--- src/design/ckvt_pkg.sv ---
package ckvt_pkg;

  localparam int unsigned MaxRes = 4;

  localparam logic [1:0] KIND_NAME  = 2'd0;
  localparam logic [1:0] KIND_VALUE = 2'd1;
  localparam logic [1:0] KIND_PAIR  = 2'd2;
  localparam logic [1:0] KIND_LINE  = 2'd3;

  localparam logic [7:0] QUOTE_CH  = 8'h22;
  localparam logic [7:0] EQUALS_CH = 8'h3D;
  localparam logic [7:0] DASH_CH   = 8'h2D;
  localparam logic [7:0] SPACE_CH  = 8'h20;
  localparam logic [7:0] TAB_CH    = 8'h09;
  localparam logic [7:0] CR_CH     = 8'h0D;

  typedef struct packed {
    logic       in_token;
    logic       token_quoted;
    logic       inside_quotes;
    logic       seen_split;
    logic       value_quoted;
    logic       at_value_start;
    logic       held_quote;
    logic [1:0] name_length;
    logic       name_all_dash;
    logic       stopped;
    logic       any_token;
  } tok_state_t;

  typedef struct packed {
    logic [1:0] kind;
    logic [7:0] ch;
    logic       has_value;
    logic       is_stop;
    logic       empty_line;
  } tok_res_t;

  localparam tok_state_t TOK_RESET = '{
    in_token:       1'b0,
    token_quoted:   1'b0,
    inside_quotes:  1'b0,
    seen_split:     1'b0,
    value_quoted:   1'b0,
    at_value_start: 1'b0,
    held_quote:     1'b0,
    name_length:    2'd0,
    name_all_dash:  1'b1,
    stopped:        1'b0,
    any_token:      1'b0
  };

  function automatic logic is_blank(logic [7:0] c);
    return (c == SPACE_CH) || ((c >= TAB_CH) && (c <= CR_CH));
  endfunction

  // Result for a name or value byte.
  function automatic tok_res_t put_res(tok_state_t s, logic [7:0] c);
    tok_res_t r;
    r = '0;
    r.kind = s.seen_split ? KIND_VALUE : KIND_NAME;
    r.ch   = c;
    return r;
  endfunction

  function automatic tok_state_t put_state(tok_state_t s, logic [7:0] c);
    tok_state_t t;
    t = s;
    if (!s.seen_split) begin
      if (s.name_length != 2'd3) begin
        t.name_length = s.name_length + 2'd1;
      end
      if (c != DASH_CH) begin
        t.name_all_dash = 1'b0;
      end
    end
    return t;
  endfunction

  function automatic logic close_stop(tok_state_t s);
    return !s.seen_split && (s.name_length == 2'd2) && s.name_all_dash;
  endfunction

  function automatic tok_res_t close_res(tok_state_t s);
    tok_res_t r;
    r = '0;
    r.kind      = KIND_PAIR;
    r.has_value = s.seen_split;
    r.is_stop   = close_stop(s);
    return r;
  endfunction

  // Clear per-token flags; keep line-level flags.
  function automatic tok_state_t close_state(tok_state_t s);
    tok_state_t t;
    t = TOK_RESET;
    t.any_token = s.any_token;
    t.stopped   = s.stopped | close_stop(s);
    return t;
  endfunction

endpackage

--- src/design/cmdline_key_value_tokenizer.sv ---
// Command-line key/value tokenizer.
// Input channel (in_valid/in_ready): one command-line byte per transfer,
// char_in plus line_end on the final byte of a line.
// Output channel (out_valid/out_ready): a stream of results, each a name
// byte, value byte, end of pair or end of line; last marks the final result
// caused by one input byte.
// Each input byte causes zero to four results. The results of an accepted
// byte are computed in the cycle of the transfer and held in a four-entry
// result group; the first one is presented the next cycle.
// The group drains one result per cycle while out_ready is high; bytes
// with at most one result flow at one per cycle while the receiver is
// ready. The next byte is taken while the group is empty or in the cycle
// its last result is transferred, so the single group register sets the rate.
// Reset (rst, synchronous) clears the tokenizer state and empties the group.
// When the receiver stalls, the presented result holds and in_ready stays
// low until the group's final result is transferred.
module cmdline_key_value_tokenizer (
  input  logic       clk,
  input  logic       rst,
  input  logic       in_valid,
  output logic       in_ready,
  input  logic [7:0] char_in,
  input  logic       line_end,
  output logic       out_valid,
  input  logic       out_ready,
  output logic [1:0] kind,
  output logic [7:0] out_char,
  output logic       has_value,
  output logic       is_stop,
  output logic       empty_line,
  output logic       last
);

  ckvt_pkg::tok_state_t st;
  ckvt_pkg::tok_state_t st_next;
  ckvt_pkg::tok_res_t   res_next [ckvt_pkg::MaxRes];
  logic [2:0]           cnt_next;

  ckvt_pkg::tok_res_t   grp [ckvt_pkg::MaxRes];
  logic [2:0]           grp_cnt;
  logic [1:0]           grp_idx;

  logic take;
  logic done;
  logic is_quote;
  logic fire_in;
  logic fire_out;

  assign is_quote = (char_in == ckvt_pkg::QUOTE_CH);

  always_comb begin
    st_next = st;
    cnt_next = '0;
    take = 1'b0;
    done = 1'b0;
    for (int i = 0; i < ckvt_pkg::MaxRes; i++) begin
      res_next[i] = '0;
    end

    if (!st.stopped && (char_in != 8'd0)) begin
      if (!st.in_token) begin
        if (!ckvt_pkg::is_blank(char_in)) begin
          st_next.in_token = 1'b1;
          st_next.any_token = 1'b1;
          if (is_quote) begin
            st_next.token_quoted = 1'b1;
            st_next.inside_quotes = 1'b1;
          end else begin
            take = 1'b1;
          end
        end
      end else if (ckvt_pkg::is_blank(char_in) && !st.inside_quotes) begin
        res_next[cnt_next[1:0]] = ckvt_pkg::close_res(st_next);
        cnt_next = cnt_next + 3'd1;
        st_next = ckvt_pkg::close_state(st_next);
      end else begin
        take = 1'b1;
      end
    end

    if (take) begin
      // Release a held quote now that another token byte follows.
      if (st_next.held_quote) begin
        st_next.held_quote = 1'b0;
        res_next[cnt_next[1:0]] = ckvt_pkg::put_res(st_next, ckvt_pkg::QUOTE_CH);
        cnt_next = cnt_next + 3'd1;
        st_next = ckvt_pkg::put_state(st_next, ckvt_pkg::QUOTE_CH);
      end
      if (st_next.at_value_start) begin
        st_next.at_value_start = 1'b0;
        if (is_quote) begin
          st_next.value_quoted = 1'b1;
          st_next.inside_quotes = !st_next.inside_quotes;
          done = 1'b1;
        end
      end
      if (!done && !st_next.seen_split && (char_in == ckvt_pkg::EQUALS_CH)
          && (st_next.name_length != 2'd0)) begin
        st_next.seen_split = 1'b1;
        st_next.at_value_start = 1'b1;
        done = 1'b1;
      end
      if (!done && is_quote) begin
        st_next.inside_quotes = !st_next.inside_quotes;
        if (st_next.token_quoted || st_next.value_quoted) begin
          st_next.held_quote = 1'b1;
          done = 1'b1;
        end
      end
      if (!done) begin
        res_next[cnt_next[1:0]] = ckvt_pkg::put_res(st_next, char_in);
        cnt_next = cnt_next + 3'd1;
        st_next = ckvt_pkg::put_state(st_next, char_in);
      end
    end

    if (line_end) begin
      if (st_next.in_token) begin
        res_next[cnt_next[1:0]] = ckvt_pkg::close_res(st_next);
        cnt_next = cnt_next + 3'd1;
        st_next = ckvt_pkg::close_state(st_next);
      end
      res_next[cnt_next[1:0]] = '{
        kind:       ckvt_pkg::KIND_LINE,
        ch:         8'd0,
        has_value:  1'b0,
        is_stop:    1'b0,
        empty_line: !st_next.any_token
      };
      cnt_next = cnt_next + 3'd1;
      st_next = ckvt_pkg::TOK_RESET;
    end
  end

  assign out_valid = (grp_cnt != 3'd0);
  assign last      = out_valid && ({1'b0, grp_idx} == (grp_cnt - 3'd1));
  assign fire_out  = out_valid && out_ready;
  assign in_ready  = !out_valid || (fire_out && last);
  assign fire_in   = in_valid && in_ready;

  assign kind       = grp[grp_idx].kind;
  assign out_char   = grp[grp_idx].ch;
  assign has_value  = grp[grp_idx].has_value;
  assign is_stop    = grp[grp_idx].is_stop;
  assign empty_line = grp[grp_idx].empty_line;

  always_ff @(posedge clk) begin
    if (rst) begin
      st      <= ckvt_pkg::TOK_RESET;
      grp_cnt <= '0;
      grp_idx <= '0;
    end else if (fire_in) begin
      st      <= st_next;
      grp_cnt <= cnt_next;
      grp_idx <= '0;
    end else if (fire_out) begin
      if (last) begin
        grp_cnt <= '0;
        grp_idx <= '0;
      end else begin
        grp_idx <= grp_idx + 2'd1;
      end
    end
  end

  always_ff @(posedge clk) begin
    if (fire_in) begin
      for (int i = 0; i < ckvt_pkg::MaxRes; i++) begin
        grp[i] <= res_next[i];
      end
    end
  end

  a_group_holds: assert property (@(posedge clk) disable iff (rst)
    out_valid && !last |=> out_valid)
    else $error("result group dropped before its last result");

  a_group_size: assert property (@(posedge clk) disable iff (rst)
    grp_cnt <= 3'(ckvt_pkg::MaxRes))
    else $error("result group count out of range");

  a_line_last: assert property (@(posedge clk) disable iff (rst)
    out_valid && (kind == ckvt_pkg::KIND_LINE) |-> last)
    else $error("end of line is not the final result");

  a_stop_closed: assert property (@(posedge clk) disable iff (rst)
    st.stopped |-> !st.in_token)
    else $error("token open after stop");

endmodule

--- config.mk ---
export PLATFORM = sky130hd
export DESIGN_NAME = cmdline_key_value_tokenizer
export DESIGN_NICKNAME = d
export VERILOG_FILES = /design/src/design/ckvt_pkg.sv /design/src/design/cmdline_key_value_tokenizer.sv
export SDC_FILE = /design/constraint.sdc
export NUM_CORES = 1
export LEC_CHECK = 0
export ABC_AREA = 1
export BUFFER_PORTS_ARGS = -buffer_cell sky130_fd_sc_hd__buf_2
export CORE_ASPECT_RATIO = 0.75
export CORE_UTILIZATION = 60
export CTS_BUF_LIST = sky130_fd_sc_hd__clkbuf_4
export DETAILED_ROUTE_END_ITERATION = 10
export PLACE_DENSITY_LB_ADDON = 0.05
export SYNTH_ARGS = -nofsm -noshare
export SYNTH_HDL_FRONTEND = slang
export SYNTH_SLANG_ARGS = --single-unit
--- constraint.sdc ---
create_clock -name clk -period 4.6 [get_ports clk]
set_clock_uncertainty 0.15 [all_clocks]
set_input_delay 0.23 -clock clk [delete_from_list [all_inputs] [get_ports clk]]
set_output_delay 0.23 -clock clk [all_outputs]
set_load 0.1 [all_outputs]
==> results.toml, run 1 <==
[power_and_ir_drop]
p_leak_nw = 1.86
clkPwrFrac = 0.253
p_int_w = 0.00110
switching_share_of_total_power = 0.387
power_per_unit_of_standard_cell_area_nw_per_um2 = 411
portion_of_total_power_attributed_to_combinational_logic = 0.304
switching_power_w = 0.000695
seq_power_share = 0.443
vdd_drop_max_uv = 202

[global_route]
grtUsageTotal = 0.293
grt_busiest_layer = "met1"
globalRoute.totalOverflow = 0
grt.met1_usage = 0.427
met2_demand_to_capacity_share_in_global_routing = 0.422
grt_antenna_before_repair = 0
pin_count_of_the_biggest_net_entering_global_routing = 56
via_count_of_the_first_global_routing_pass = 2891
global_route.usage.met3 = 0.102
grt_first_pass_wirelength_um = 14700

[sta]
finalMaxSlewViolations = 0
post-route-min-period_ns = 4.09
setup_repair_after_global_routing_missed_its_margin = "false"
holdWs_ns = 0.0352
max_freq_mhz = 245
final.setup.tns_ns = 0
final-hold-violation-count = 0
slew_at_the_pin_closest_to_its_max_slew_limit_ns = 0.750
max_slew_margin = 0.499
timing.final.crit_share = 0.889
report.final.setup_viol = 0
postLayoutSetupSlackWorst_ns = 0.512

[logic_synthesis]
netlist_top_cells_count = "sky130_fd_sc_hd__nor2_1, sky130_fd_sc_hd__nand2_1, sky130_fd_sc_hd__edfxtp_1"
synth-edff-count = 52
yosys_reg_bits = 71
yosys.area.top_type_share = 0.395
yosys_warnings = 0
post_synth_instance_area_um2 = 3950
synth.lib_cells_used.distinct = 40
post-synth-top-count-cell = "sky130_fd_sc_hd__nor2_1"
postSynthAreaPerCell_um2 = 8.69
synth_async_sr_flop_share = 0
synth.largest_area_cell = "sky130_fd_sc_hd__edfxtp_1"
synthesis.instances = 455
synth_top_flop_cell = "sky130_fd_sc_hd__edfxtp_1"
nets_in_the_synthesized_netlist = 482
synth.yosys.seq_area_share = 0.491
ys_top_cells_by_area = "sky130_fd_sc_hd__edfxtp_1, sky130_fd_sc_hd__dfxtp_1, sky130_fd_sc_hd__nor2_1, sky130_fd_sc_hd__nand2_1, sky130_fd_sc_hd__o21ai_0"

[placed_design]
dp.cells = 559
pre_cts_ws_ns = 0.355
finalWeightedCongestion = 0.957
place_area_um2 = 4200
io_buffer_count = 28
place.detailed.hpwl_um = 6880

[drt]
drcViolationCount = 0
drt_pre_antenna_iters = 6
detailroute.via_count = 3310
wire_length_per_cell_um = 16.5
dr.first_iter.drc_count = 294
totalWireLength_um = 9500
routed_via_density = 5.75
final_antenna_net_count = 0

[finish]
finish.cell_count_without_fillers = 576
final_cell_area_um2 = 4380
nets = 517
area.growth.synth_to_final_pct = 10.7
antenna_cells = 0
layout-drive-gt1-share = 0.178

[hold_path]
timing.hold.worst.start = "char_in[3]"
min-delay-path-class = "input port to flop"

[floorplan]
floorplan.die.height_um = 72.3
core_area_um2 = 6320
io_pins = 29
rows = 25
initial_core_util = 0.626
overall_die_area_um2 = 6920
die_w_um = 95.7

[cts]
post_cts_resized = 0
cts_tree = "done"
cts_root_buf = "sky130_fd_sc_hd__clkbuf_4"
cts.sink_count = 71
buffer_levels_on_the_longest_clock_path = 2
cts_post_setup_buffers_inserted = 0
clkSlewWorstSetupHoldPaths_ns = 0.12
h-tree-depth = 3
cts_made_buffers = 9
clock_latency_ns = 0.42

[setup_path]
timing.setup.critical_path_class = "flop to flop"
crit_required_ns = 4.72
startpoint_type = "flop"
worstReg2RegStart = "st[11]"
end_kind = "flop"
critical_path.startpoint = "st[11]"
cp.arrival_ns = 4.21
worstPathMaxFanout = 14

[run_status]
run_status = "finished, final reports clean"

[job]
drv_cap = 0
state kept, by name, indices dropped and copies added, names as in the netlist, named ones only:
signal   count
grp_cnt      3
grp         52
st          12
grp_idx      2
critical path, cell delays in order, from the launching register on:
cell and delay (ns):
sky130_fd_sc_hd__dfxtp_1 0.37, sky130_fd_sc_hd__inv_1 0.10, sky130_fd_sc_hd__nor3_4 0.22, sky130_fd_sc_hd__nand3_4 0.23, sky130_fd_sc_hd__nand2_1 0.26, sky130_fd_sc_hd__inv_2 0.08, sky130_fd_sc_hd__ha_1 0.41, sky130_fd_sc_hd__nor2_1 0.15
sky130_fd_sc_hd__nand2_1 0.10, sky130_fd_sc_hd__nand3b_4 0.13, sky130_fd_sc_hd__inv_1 0.08, sky130_fd_sc_hd__ha_1 0.30, sky130_fd_sc_hd__nor2_1 0.20, sky130_fd_sc_hd__inv_1 0.10, sky130_fd_sc_hd__ha_1 0.18, sky130_fd_sc_hd__nand2_1 0.21
sky130_fd_sc_hd__nand2_1 0.14, sky130_fd_sc_hd__nor2_1 0.14, sky130_fd_sc_hd__nand2_1 0.20, sky130_fd_sc_hd__nor2_1 0.16
power by group through the flow:
| stage | Sequential (W) | Combinational (W) | Clock (W) |
|---|---|---|---|
| 2_1_floorplan | 0.000803 | 0.000438 | 0 |
| 3_3_place_gp | 0.000809 | 0.000538 | 0 |
| 3_5_place_dp | 0.000810 | 0.000541 | 0 |
| 4_1_cts | 0.000796 | 0.000543 | 0.000462 |
| 5_1_grt | 0.000802 | 0.000581 | 0.000493 |
| 6_report | 0.000796 | 0.000546 | 0.000455 |
logic make-up after synthesis:
| family | Yosys count | share of synthesized area |
|---|---|---|
| simple gates | 221 | 0.270 |
| compound gates | 86 | 0.127 |
| flops | 71 | 0.491 |
| buf+inv | 60 | 0.0608 |
| fa+ha+maj | 14 | 0.0443 |
| xor+xnor | 3 | 0.00665 |
timing repair:
| item | 4_1_cts | 5_1_grt |
|---|---|---|
| hold endpoints to repair | 4 | 0 |
| hold buffers | 1 | 0 |
| endpoints found under the setup margin | 0 | 0 |
per-stage QoR:
| stage | utilization | power (W) |
|---|---|---|
| 2_1_floorplan | - | 0.00124 |
| 3_3_place_gp | 0.665 | 0.00135 |
| 3_5_place_dp | 0.665 | 0.00135 |
| 4_1_cts | 0.693 | 0.00180 |
| 5_1_grt | 0.693 | 0.00188 |
| 6_report | 0.693 | 0.00180 |
final timing paths:
kind	to	slack [ns]	cells after the start
hold / removal	grp[3][6]	0.04	3
setup reg to reg	grp[0][9]	0.51	19
hold reg to reg	st[0]	0.33	2
setup / recovery	grp[0][9]	0.51	19
layout make-up:
| cell class | instances | area (um2) |
|---|---|---|
| multi-input cells | 324 | 1790 |
| clock buffers | 9 | 67.6 |
| clock inverters | 7 | 95.1 |
| fillers | 521 | 1940 |
| flip-flops and latches | 71 | 1940 |
| repair buffers | 34 | 188 |
| inverters | 50 | 196 |
| well taps | 81 | 101 |
routing by layer:
metal / wire (um) / up-vias
met1: 4370 / 1533
met3: 969 / 7
met5: 0 / -
met4: 65 / 0
met2: 4090 / 155
li1: - / 1615
cell usage in the layout, fill, tap and decap left out, types with 2 or more instances in the layout:
cell type / n
sky130_fd_sc_hd__nor2_1: 90
sky130_fd_sc_hd__nand2_1: 68
sky130_fd_sc_hd__edfxtp_1: 52
sky130_fd_sc_hd__inv_1: 45
sky130_fd_sc_hd__o21ai_0: 39
sky130_fd_sc_hd__buf_2: 28
sky130_fd_sc_hd__dfxtp_1: 19
sky130_fd_sc_hd__o22ai_1: 18
sky130_fd_sc_hd__nand3_1: 15
sky130_fd_sc_hd__a21oi_1: 14
sky130_fd_sc_hd__ha_1: 14
sky130_fd_sc_hd__nor3_1: 13
sky130_fd_sc_hd__clkbuf_4: 9
sky130_fd_sc_hd__nand2_2: 8
sky130_fd_sc_hd__nand4_1: 5
sky130_fd_sc_hd__buf_4: 5
sky130_fd_sc_hd__nor2_4: 3
sky130_fd_sc_hd__nand3_2: 3
sky130_fd_sc_hd__or2_2: 3
sky130_fd_sc_hd__o31ai_1: 3
sky130_fd_sc_hd__nand2_4: 3
sky130_fd_sc_hd__inv_2: 3
sky130_fd_sc_hd__nand3_4: 3
sky130_fd_sc_hd__a21oi_2: 2
sky130_fd_sc_hd__a22oi_1: 2
sky130_fd_sc_hd__xnor2_1: 2
sky130_fd_sc_hd__nor2_2: 2
sky130_fd_sc_hd__o21ai_1: 2
sky130_fd_sc_hd__o21ai_2: 2
sky130_fd_sc_hd__inv_6: 2
sky130_fd_sc_hd__clkinv_4: 2
sky130_fd_sc_hd__bufinv_16: 2
Power figures use the tool's default switching activity.
==> run 2, diff against run 1 <==
--- a/config.mk
+++ b/config.mk
@@ -5,7 +5,6 @@
 export SDC_FILE = /design/constraint.sdc
 export NUM_CORES = 1
 export LEC_CHECK = 0
-export ABC_AREA = 1
 export BUFFER_PORTS_ARGS = -buffer_cell sky130_fd_sc_hd__buf_2
 export CORE_ASPECT_RATIO = 0.75
 export CORE_UTILIZATION = 60
==> run 2 against run 1 <==
Net effect: sequential power shrank 4.5%; via count shrank 4.2%; synthesized cell count shrank 16%; register-to-register slack lost 0.02 ns; non-clock buffer count grew 5; largest cell class unchanged.
==> results.toml, run 2 <==
[hold_path]
min-delay-path-class = "input port to flop"

[cts]
post_cts_resized = 0
h-tree-depth = 3
cts_post_setup_buffers_inserted = 0
buffer_levels_on_the_longest_clock_path = 2
clock_latency_ns = 0.43
ctsHoldBuffers = 3
cts_root_buf = "sky130_fd_sc_hd__clkbuf_4"
cts_made_buffers = 9
cts_tree = "done"
clkSlewWorstSetupHoldPaths_ns = 0.12
cts.sink_count = 71

[finish]
final_common_cell = "sky130_fd_sc_hd__edfxtp_1"
nFillCells = 507
final_cell_area_um2 = 4420
largest_register_ff_count = 52
largest_registers = "grp: 52 flops, st: 12 flops, grp_cnt: 3 flops"
register_containing_the_most_flip_flops_in_the_final_layout = "grp"
antenna_cells = 0
layout-drive-gt1-share = 0.168
area.sequential_um2 = 1940
multi_input_area_um2 = 1900
area.growth.synth_to_final_pct = 11.5
nets = 444
layout.cells.most_common_list = "sky130_fd_sc_hd__edfxtp_1, sky130_fd_sc_hd__nor2_1, sky130_fd_sc_hd__nand2_1, sky130_fd_sc_hd__buf_2, sky130_fd_sc_hd__nor3_1"
post-route-util = 0.697

[sta]
post-route-min-period_ns = 4.11
max_freq_mhz = 243
max_slew_margin = 0.408
final-hold-violation-count = 0
final.setup.tns_ns = 0
postLayoutSetupSlackWorst_ns = 0.488
slew_at_the_pin_closest_to_its_max_slew_limit_ns = 0.886
finalMaxSlewViolations = 0
timing.final.crit_share = 0.894
report.final.setup_viol = 0
setup_repair_after_global_routing_missed_its_margin = "false"

[drt]
final_antenna_net_count = 0
dr.first_iter.drc_count = 346
detailroute.via_count = 3170
drcViolationCount = 0
drt_pre_antenna_iters = 6
wire_length_per_cell_um = 19.2
routed_via_density = 6.30
totalWireLength_um = 9660

[setup_path]
timing.setup.critical_path_class = "flop to flop"
end_kind = "flop"
timing.critical_path.slowest_stage_cell = "sky130_fd_sc_hd__dfxtp_1"
cp_delay_by_family_top = "simple AND/OR/NAND/NOR gates"
worstPathMaxFanout = 7
cp.arrival_ns = 4.24
startpoint_type = "flop"
timing.critical_path.slowest_cell_delay_ns = 0.38
cp_cell_sequence = "nand2b_1, nor3_1, nor2b_1, inv_1, and2_1, ha_1, xnor2_1, a21o_1, inv_1, ha_1, nor2b_1, inv_1, ha_1, o21ai_0, nand3_1, nor2_1"
timing.critical_path.buf_inv = 3
crit_required_ns = 4.73

[power_and_ir_drop]
p_leak_nw = 1.74
totalPowerFinal_w = 0.00154
power_per_unit_of_standard_cell_area_nw_per_um2 = 349
vdd_drop_max_uv = 165

[logic_synthesis]
synth-edff-count = 52
yosys_warnings = 0
synth_async_sr_flop_share = 0
nets_in_the_synthesized_netlist = 409
yosys.area.top_type_share = 0.393
post_synth_instance_area_um2 = 3970
synth.lib_cells_used.distinct = 53
synthesis.instances = 382
synth.yosys.seq_area_share = 0.489
post-synth-top-count-cell = "sky130_fd_sc_hd__edfxtp_1"
ys_top_cells_by_area = "sky130_fd_sc_hd__edfxtp_1, sky130_fd_sc_hd__dfxtp_1, sky130_fd_sc_hd__mux4_2, sky130_fd_sc_hd__ha_1, sky130_fd_sc_hd__nor3_1"
synth_top_flop_cell = "sky130_fd_sc_hd__edfxtp_1"
postSynthAreaPerCell_um2 = 10.4
yosys_reg_bits = 71
netlist_top_cells_count = "sky130_fd_sc_hd__edfxtp_1, sky130_fd_sc_hd__nor2_1, sky130_fd_sc_hd__nand2_1"
synth.largest_area_cell = "sky130_fd_sc_hd__edfxtp_1"

[floorplan]
io_pins = 29
overall_die_area_um2 = 6950
floorplan.die.height_um = 72.4
rows = 25
core_area_um2 = 6350
die_w_um = 95.9
initial_core_util = 0.625

[placed_design]
finalWeightedCongestion = 0.937
place_area_um2 = 4230
place.detailed.hpwl_um = 7120
io_buffer_count = 28
pre_cts_ws_ns = 0.213

[global_route]
via_count_of_the_first_global_routing_pass = 2946
grtUsageTotal = 0.306
grt_antenna_before_repair = 0
pin_count_of_the_biggest_net_entering_global_routing = 44
globalRoute.totalOverflow = 0
grt_first_pass_wirelength_um = 15300

[job]
drv_cap = 0

[run_status]
run_status = "finished, final reports clean"
## run 2: power breakdown
part | leakage [nW] | total [W] | switching, W | internal, W
Clock | 0.0832 | 0.000463 | 0.000234 | 0.000229
Combinational | 0.990 | 0.000321 | 0.000244 | 0.0000775
Sequential | 0.669 | 0.000760 | 0.0000225 | 0.000737
Total | 1.74 | 0.00154 | 0.000500 | 0.00104
## run 2: path summary, 6_finish.rpt
check / startpoint / to / cells past startpoint / slack [ns]
setup / recovery: st[1] / grp[0][10] / 16 / 0.49
hold / removal: char_in[4] / grp[3][7] / 2 / 0.02
setup reg to reg: st[1] / grp[0][10] / 16 / 0.49
hold reg to reg: st[10] / st[10] / 1 / 0.35
## run 2: logic make-up after synthesis
group,synth area share
AND/OR/NAND/NOR,0.206
AO/OA/AOI/OAI,0.133
flip-flops,0.489
buffers and inverters,0.0344
multiplexers,0.0817
adder cells (fa/ha/maj),0.0467
XOR/XNOR,0.00883
## run 2: per-layer routing
metal / track usage / share of wire / vias up / routed length [um]
li1: - / - / 1488 / -
met1: 0.447 / 0.45 / 1516 / 4360
met2: 0.459 / 0.45 / 156 / 4370
met3: 0.0828 / 0.086 / 10 / 832
met4: 0.0697 / 0.0099 / 0 / 96
met5: 0 / 0 / - / 0
## run 2: final cells by class
class                           count  share of cell area
Clock buffer                       10              0.0170
Sequential cell                    71               0.439
Multi-Input combinational cell    275               0.430
Timing Repair Buffer               39              0.0520
Clock inverter                      6              0.0209
Inverter                           21              0.0181
Tap cell                           81              0.0229
## run 2: worst register-to-register path: cells and delay by family, from the launching register on
| kind | cells | cell delay (ns) |
|---|---|---|
| flip-flops | 1 | 0.38 |
| AND/OR/NAND/NOR | 7 | 1.50 |
| AO/OA/AOI/OAI | 2 | 0.57 |
| buffers and inverters | 3 | 0.29 |
| XOR/XNOR | 1 | 0.18 |
| adder cells (fa/ha/maj) | 3 | 0.90 |
## run 2: metrics by stage
step | std cells | hold WS (ns)
global placement | 484 | 0.291
CTS | 503 | 0.00753
detailed placement | 484 | 0.296
floorplan | 382 | 0.282
global route | 503 | 0.00150
finish | 503 | 0.0152
